**src/rtl/core/alir_pkg.sv**
```systemverilog
// Shared types and constants for the array list insert/remove core.
`default_nettype none

package alir_pkg;

  // Fixed field widths of the request and result channels
  localparam int unsigned PosW = 11;
  localparam int unsigned ValW = 16;

  // Default sizing of the list store
  localparam int unsigned CapacityDefault   = 1024;
  localparam int unsigned EntryWidthDefault = 16;

  // Request operation codes
  localparam logic OpInsert = 1'b0;
  localparam logic OpRemove = 1'b1;

  // Result of one request, handed from the sequencer to the output stage
  typedef struct packed {
    logic            ok;
    logic [ValW-1:0] removed_value;
    logic [PosW-1:0] count;
  } res_t;

endpackage

`default_nettype wire

```
**src/rtl/core/alir_ctrl.sv**
```systemverilog
// Sequencer: checks a request, shifts the list through the store, builds the result.
`default_nettype none

module alir_ctrl #(
  parameter int unsigned Capacity   = alir_pkg::CapacityDefault,
  parameter int unsigned EntryWidth = alir_pkg::EntryWidthDefault,
  localparam int unsigned AddrW = (Capacity > 1) ? $clog2(Capacity) : 1
) (
  input  wire logic                          clk_i,
  input  wire logic                          rst_ni,
  // request side
  input  wire logic                          in_valid_i,
  output logic                               in_ready_o,
  input  wire logic                          func_i,
  input  wire logic [alir_pkg::PosW-1:0]     position_i,
  input  wire logic [alir_pkg::ValW-1:0]     entry_value_i,
  // result side
  output logic                               res_valid_o,
  input  wire logic                          res_ready_i,
  output alir_pkg::res_t                     res_o,
  // store access
  output logic                               ram_rd_en_o,
  output logic      [AddrW-1:0]              ram_rd_addr_o,
  input  wire logic [EntryWidth-1:0]         ram_rd_data_i,
  output logic                               ram_wr_en_o,
  output logic      [AddrW-1:0]              ram_wr_addr_o,
  output logic      [EntryWidth-1:0]         ram_wr_data_o
);

  import alir_pkg::*;

  localparam int unsigned CntW = $clog2(Capacity + 1);
  localparam int unsigned CmpW = (CntW > PosW) ? CntW : PosW;
  localparam int unsigned XW   = (EntryWidth > ValW) ? EntryWidth : ValW;

  // Sequencer states
  localparam logic [2:0] StIdle  = 3'd0;
  localparam logic [2:0] StShift = 3'd1;
  localparam logic [2:0] StDrain = 3'd2;
  localparam logic [2:0] StWrite = 3'd3;
  localparam logic [2:0] StDone  = 3'd4;

  logic [2:0]            state_q, state_d;
  logic [CntW-1:0]       cnt_q, cnt_d;
  logic                  pend_q, pend_d;
  logic                  op_q;
  logic [AddrW-1:0]      pos_q;
  logic [EntryWidth-1:0] val_q;
  logic [AddrW-1:0]      ptr_q;
  logic                  pend_head_q;
  logic [AddrW-1:0]      pend_addr_q;
  logic                  ok_q;
  logic [ValW-1:0]       rm_q;

  logic [CmpW-1:0]       pos_ext, cnt_ext;
  logic                  ins_ok, rm_ok, accept, last_rd, pend_wr;
  logic [AddrW-1:0]      pos_addr, cnt_m1;
  logic [XW-1:0]         val_x, rd_x;
  logic [CmpW-1:0]       cnt_out;

  // Request checks against the live count
  assign pos_ext  = CmpW'(position_i);
  assign cnt_ext  = CmpW'(cnt_q);
  assign ins_ok   = (cnt_ext < CmpW'(Capacity)) && (pos_ext <= cnt_ext);
  assign rm_ok    = pos_ext < cnt_ext;
  assign pos_addr = pos_ext[AddrW-1:0];
  assign cnt_m1   = AddrW'(cnt_q - CntW'(1));
  assign accept   = in_valid_i && in_ready_o;
  assign in_ready_o = (state_q == StIdle);

  // Handle width conversions
  assign val_x = XW'(entry_value_i);
  assign rd_x  = XW'(ram_rd_data_i);

  // Last read of the shift sweep
  assign last_rd = (op_q == OpInsert) ? (ptr_q == pos_q) : (ptr_q == cnt_m1);
  // Data from the previous read goes back one place over, unless it is the removed head
  assign pend_wr = pend_q && !pend_head_q;

  // Store port drive
  always_comb begin
    ram_rd_en_o   = 1'b0;
    ram_rd_addr_o = ptr_q;
    ram_wr_en_o   = 1'b0;
    ram_wr_addr_o = pend_addr_q;
    ram_wr_data_o = ram_rd_data_i;
    if (state_q == StShift) begin
      ram_rd_en_o = 1'b1;
    end
    if (pend_wr) begin
      ram_wr_en_o = 1'b1;
    end else if (state_q == StWrite) begin
      ram_wr_en_o   = 1'b1;
      ram_wr_addr_o = pos_q;
      ram_wr_data_o = val_q;
    end
  end

  // Next state and count
  always_comb begin
    state_d = state_q;
    cnt_d   = cnt_q;
    pend_d  = 1'b0;
    unique case (state_q)
      StIdle: begin
        if (accept) begin
          if (func_i == OpInsert) begin
            if (!ins_ok) begin
              state_d = StDone;
            end else if (pos_ext == cnt_ext) begin
              state_d = StWrite;
            end else begin
              state_d = StShift;
            end
          end else begin
            state_d = rm_ok ? StShift : StDone;
          end
        end
      end
      StShift: begin
        pend_d = 1'b1;
        if (last_rd) begin
          state_d = StDrain;
        end
      end
      StDrain: begin
        if (op_q == OpInsert) begin
          state_d = StWrite;
        end else begin
          cnt_d   = CntW'(cnt_q - CntW'(1));
          state_d = StDone;
        end
      end
      StWrite: begin
        cnt_d   = CntW'(cnt_q + CntW'(1));
        state_d = StDone;
      end
      StDone: begin
        if (res_ready_i) begin
          state_d = StIdle;
        end
      end
      default: begin
        state_d = StIdle;
      end
    endcase
  end

  // Control registers
  always_ff @(posedge clk_i or negedge rst_ni) begin
    if (!rst_ni) begin
      state_q <= StIdle;
      cnt_q   <= '0;
      pend_q  <= 1'b0;
    end else begin
      state_q <= state_d;
      cnt_q   <= cnt_d;
      pend_q  <= pend_d;
    end
  end

  // Request and sweep payload
  always_ff @(posedge clk_i) begin
    if (accept) begin
      op_q  <= func_i;
      pos_q <= pos_addr;
      val_q <= val_x[EntryWidth-1:0];
      ok_q  <= (func_i == OpInsert) ? ins_ok : rm_ok;
      rm_q  <= '0;
      ptr_q <= (func_i == OpInsert) ? cnt_m1 : pos_addr;
    end else if (state_q == StShift) begin
      pend_addr_q <= (op_q == OpInsert) ? AddrW'(ptr_q + AddrW'(1))
                                        : AddrW'(ptr_q - AddrW'(1));
      pend_head_q <= (op_q == OpRemove) && (ptr_q == pos_q);
      ptr_q       <= (op_q == OpInsert) ? AddrW'(ptr_q - AddrW'(1))
                                        : AddrW'(ptr_q + AddrW'(1));
    end
    // Capture the removed handle when its read returns
    if (pend_q && pend_head_q) begin
      rm_q <= rd_x[ValW-1:0];
    end
  end

  // Result
  assign cnt_out             = CmpW'(cnt_q);
  assign res_valid_o         = (state_q == StDone);
  assign res_o.ok            = ok_q;
  assign res_o.removed_value = rm_q;
  assign res_o.count         = cnt_out[PosW-1:0];

endmodule

`default_nettype wire
```
**config.mk**
```make
export PLATFORM = sky130hd
export DESIGN_NAME = alir_ctrl
export DESIGN_NICKNAME = d
export VERILOG_FILES = /design/src/rtl/core/alir_pkg.sv /design/src/rtl/core/alir_ctrl.sv
export SDC_FILE = /design/constraint.sdc
export NUM_CORES = 1
export LEC_CHECK = 0
export BUFFER_PORTS_ARGS = -buffer_cell sky130_fd_sc_hd__buf_2
export CORE_ASPECT_RATIO = 0.8
export CORE_MARGIN = 4
export CORE_UTILIZATION = 54
export DETAILED_ROUTE_END_ITERATION = 7
export PLACE_DENSITY = 0.91
export SLEW_MARGIN = 40
export SYNTH_ARGS = -nofsm -noshare
export SYNTH_HDL_FRONTEND = slang
export SYNTH_SLANG_ARGS = --single-unit
```
**constraint.sdc**
```tcl
create_clock -name clk_i -period 3.4 [get_ports clk_i]
set_clock_uncertainty 0.05 [all_clocks]
set_input_delay 0.85 -clock clk_i [delete_from_list [all_inputs] [get_ports clk_i]]
set_output_delay 0.85 -clock clk_i [all_outputs]
set_load 0.005 [all_outputs]
```
== Word level (Yosys, flattened, before mapping) ==
Index checks and enable logic that the tools add are counted.
Storage, ports and cells
  output and inout port bits: 68
  register bits: 80
Operators by class
  multiplexer cells: 27
  bitwise logic cells: 1
  add/subtract/negate cells: 4
  eq/ne operators: 11
  reductions and logical operators: 13
  $lt $le $gt $ge: 3
Operator list (number)
  $mux 10: 7
  $mux 16: 4
  $pmux 11 s2: 1
  $mux 3: 7
  $eq 10x10->1: 2
  $pmux 3 s5: 1
  $add 11x1->11 const B: 1
  $eq 11x11->1: 1
  $le 11x11->1: 1
  $lt 11x11->1: 1
  $lt 11x11->1 const B: 1
  $mux 11: 1
  $sub 11x1->11 const B: 1
  $add 10x1->10 const B: 1
  $sub 10x1->10 const B: 1
  $eq 3x2->1 const B: 2
  $reduce_bool 2->1: 3
  $logic_and 1x1->1: 5
  $mux 1: 5
  $ne 2x1->1 const B: 2
  $ne 2x2->1 const B: 2
  $reduce_and 2->1: 2
  $eq 3x1->1 const B: 1
  $eq 3x3->1 const B: 1
  5 further kinds: 5

== Longest topological paths before layout ==
  depth after elaboration: 6
  depth in mapped cells: 9
  depth with buffers taken out: 8

== Worst setup path before layout ==
No wires, ideal clock.
  path kind: flip-flop to output port
  from: register state_q[2]
  to: output ram_wr_addr_o[0]
  cell stages (with the launch flop): 6
  setup slack: 0.645 ns
  arrival: 1.855 ns
  path buffers: 2
  cells stage by stage: dfrtp_1 clkbuf_1 nand3b_1 a21oi_1 buf_2 mux2_2
On the way
  word-level cells in the longest chain between the ends: 3
Ends and longest elaborated chain
  from (decl): line alir_ctrl.sv:43  | logic [2:0] state_q, state_d;
  from (signal assigned): line alir_ctrl.sv:152  | state_q <= StIdle;
  from (signal assigned): line alir_ctrl.sv:156  | state_q <= state_d;
  $eq 3x2->1: line alir_ctrl.sv:92  | end else if (state_q == StWrite) begin
  $mux 10: line alir_ctrl.sv:92
  $mux 10: line alir_ctrl.sv:90  | if (pend_wr) begin
  to (decl): line alir_ctrl.sv:26  | output logic [AddrW-1:0] ram_wr_addr_o,
No other way between the ends.

== Final worst setup path ==
  from: register state_q[2]
  to: output ram_wr_data_o[14]
On the way
  word-level cells in the longest chain between the ends: 3
Ends and longest elaborated chain
  $eq 3x2->1: line alir_ctrl.sv:92
  $mux 16: line alir_ctrl.sv:92
  $mux 16: line alir_ctrl.sv:90
  to (decl): line alir_ctrl.sv:27  | output logic [EntryWidth-1:0] ram_wr_data_o
No other way between the ends.

==> results summary <==
The flow ran to the end, and the final reports show no timing, DRC or antenna violations. The net count of the mapped netlist is between 500 and 600. The largest net degree at the start of global routing is 27. The family with the most delay on the worst path is flip-flops. Sequential cells burn a little over two fifths of the power. Setup slack on the critical path of the routed design comes to between 0.2 and 0.3 ns. The fraction of registers with async set/reset is a little under a fifth. Counting the buffers created by CTS gives 9. Derived from the worst setup path, the maximum achievable clock frequency is approximately 320 MHz. The clock network accounts for between 10% and 20% of the total power.

The core box area came out at 8600 µm². The H-tree depth came out at 3. The critical path in this run is classified as reg -> out.

In this run the critical register-to-register path is captured at state_q[0]. The number of enable flip-flop cells after synthesis is 65. In the synthesized netlist the dominant register cell turns out to be sky130_fd_sc_hd__edfxtp_1. The worst setup slack for register-to-register paths is 0.66 ns.

The via count of the routed design is between 3000 and 4000. Row generation in the floorplan step produced 30 rows. The final critical path time including I/O delays and setup is ~3.1 ns. The setup TNS after final layout came out at 0 ns.

The total routing resource utilization after global routing is roughly 25%. The final estimated routing congestion in global placement came out at 0.959. The net count reported at finish is just over 600. The clock passes through at most 2 buffers. Global routing finished with a remaining overflow of 0. The post-layout utilization of the core is 65.5%. The arrival time of data at the critical path endpoint is 2.24 ns. The power share of the combinational group is 41.3%. The number of hold violations in the final report came out at 0. The cell depth of the worst flop-to-flop path came out at 8. STA classifies the critical path startpoint as a flop. The analysis attributes to net switching a power of 2.02 mW. The biggest fanout along the worst timing path came out at 26. The portion of the clock cycle consumed by the worst path in the final layout is 92.2%.

The via-per-instance ratio came out at roughly 6. The number of input and output port buffers inserted is roughly 120. Counting flops and latches in the post-synthesis netlist gives 80. Once the floorplan was initialized, standard cells occupied 55.9% of the core. The number of antenna violations at the first check in global routing came out at 0.

After detailed routing, the total wire length is 12700 µm. Synthesis instantiated 56 different standard cells from the library. The post-synthesis to final-layout area growth is 17.2%. The count of synthesis-stage warnings from yosys is 0. The number of iterations in the first detailed-routing pass is 5.

After detailed routing, the average wire length per cell comes to between 15 and 20 µm. The switching power as a share of total power came out at 41.9%. After synthesis, the mean cell area works out to between 10 and 15 µm². The CTS root buffer is sky130_fd_sc_hd__clkbuf_8. After legalization and detailed placement, the total HPWL measured 9520 µm. The tree built by TritonCTS fans out to 80 sinks. The die outline height is about 90 µm. The startpoint identified for the worst register-to-register timing path is cnt_ext[1].

Among all stages on the critical path, the largest delay is contributed by sky130_fd_sc_hd__dfrtp_1. The area of the mapped netlist came out at approximately 4800 µm². The insertion delay of the later-clocked pin in the worst-skew pair is between 0.3 and 0.4 ns.

Once layout is done, the placed cells without fillers occupy roughly 5600 µm². The worst hold-check slack came out at approximately 0.34 ns. The via count of the first global-routing pass is around 3900. The internal power came out at 2.80 mW. The capturing element type of the critical path is a primary output.

The number of buffers and inverters on the critical path is 2. The TritonCTS clock tree is yes. Once placement finished, the instance area stood at 5420 µm². The first global-routing pass estimated slightly above 20000 µm of wire.

The cell depth of the worst setup path is 5. The path class of the tightest hold or removal check is in -> async. The die boundary width is around 110 µm. Timing analysis after detailed placement gives a worst setup slack of 0.643 ns. The final count of negative-setup-slack endpoints is 0. The count of routing violations after the opening detailed-route iteration came out at ~400. The number of top-level pins came out at about 120. In the layout the commonest cells are sky130_fd_sc_hd__buf_2 (115), sky130_fd_sc_hd__edfxtp_1 (65), sky130_fd_sc_hd__nand2_1 (33). The standby leakage power came out at around 2.3 nW. The data required time of the critical path is approximately 2.5 ns. The transition time of the tightest slew-check pin is 0.703 ns.

Clock-pin slew was measured on the worst setup and hold paths at roughly 0.090 ns. The layout cell share with drive strength beyond 1 came out at a little under a third. The count of hold buffers inserted by post-cts repair came out at 0. The number of cells upsized or downsized after cts is 0. The max-slew violation count is 0. The post-CTS setup-driven buffer insertion count is 0. Leaving out fill and tap cells, the most frequent cell in the layout is sky130_fd_sc_hd__buf_2. The worst max-slew margin expressed relative to the limit is a little over half. After detailed routing, the number of remaining DRC violations is 0.

Max-cap violations in this run came to 0. The antenna diode count came out at 0. The number of nets still failing antenna checks after routing came out at 0.

The overall die area came out at between 10000 and 15000 µm². The signal on the critical path passes through nand3b_1 > a21oi_2 > buf_4 > mux2_2 > buf_2. The highest cell delay on the worst timing path came out at 0.48 ns. Power spread over the standard cell area amounts to approximately 860 nW/µm². The gate count after technology mapping is 443.

Setup repair after global routing left no endpoint under its margin. The peak supply drop came out at roughly 500 µV. The share of synthesized area occupied by flip-flops and latches is between 40% and 50%.
## Yosys cell counts (all sizes together), types with 15 or more instances
cell / n / share of area [%]
and3: 21 / 2.7
clkbuf: 21 / 1.6
ha: 15 / 3.9
xnor2: 30 / 5.5
edfxtp: 65 / 41
o21ai: 19 / 2.0
xor2: 19 / 3.5
nor2: 19 / 1.5
dfrtp: 15 / 7.8
inv: 20 / 1.6
nand2: 33 / 2.6
a21oi: 19 / 2.0
mux2: 26 / 6.1
## routing by layer
metal | up-vias | share of wire (%) | track usage, %
met5 | - | 0 | 0
met4 | 0 | 1.6 | 6.01
met3 | 24 | 9.4 | 6.40
met2 | 224 | 47 | 39.5
met1 | 1887 | 42 | 33.8
li1 | 1819 | - | -
## area by class of cell
class | count | area (µm²)
Clock buffer | 9 | 124
Inverter | 21 | 78.8
Clock inverter | 7 | 88.8
Sequential cell | 80 | 2330
Fill cell | 663 | 2960
Multi-Input combinational cell | 308 | 2250
Tap cell | 112 | 140
Timing Repair Buffer | 122 | 628
## metrics by stage
step	cells	power, mW
after floorplan	443	3.33
after global placement	643	3.93
after detailed placement	643	4.04
after CTS	659	4.80
after global routing	659	5.12
final	659	4.82
## power groups by stage
stage / clock [mW] / combinational (mW) / sequential [mW]
after floorplan: 0 / 1.59 / 1.73
after global placement: 0 / 1.89 / 2.04
after detailed placement: 0 / 1.96 / 2.08
after CTS: 0.752 / 1.98 / 2.06
after global routing: 0.796 / 2.19 / 2.14
final: 0.740 / 1.99 / 2.09
## sequential cells by signal (all words and copies together), names as in the netlist, 3 cells and up
signal,flops
ram_rd_addr_o,10
pend_addr_q,10
rm_q,16
cnt_ext,11
pos_q,10
state_q,3
val_q,16
## worst max path at each step
stage	start	endpoint	slack (ns)
final	state_q[2]	ram_wr_data_o[14]	0.26
after global routing	state_q[2]	ram_wr_data_o[14]	0.15
after CTS	state_q[2]	ram_wr_data_o[14]	0.25
after detailed placement	state_q[2]	ram_wr_data_o[14]	0.64
after global placement	state_q[2]	ram_wr_addr_o[1]	0.67
after floorplan	state_q[2]	ram_wr_addr_o[0]	0.64
## kinds of logic (layout without fill, tap and decap cells)
logic type	after synthesis	in the layout	synth area share (%)
AOI/OAI and AO/OA	75	75	10.4
muxes	35	35	7.96
and+or+nand+nor	134	134	15.5
buffers and inverters	55	159	4.95
adders and majority gates	15	15	3.90
DFF	80	80	48.4
xor gates and xnor gates	49	49	8.93
Note: power is estimated with default switching activity, not from simulation.
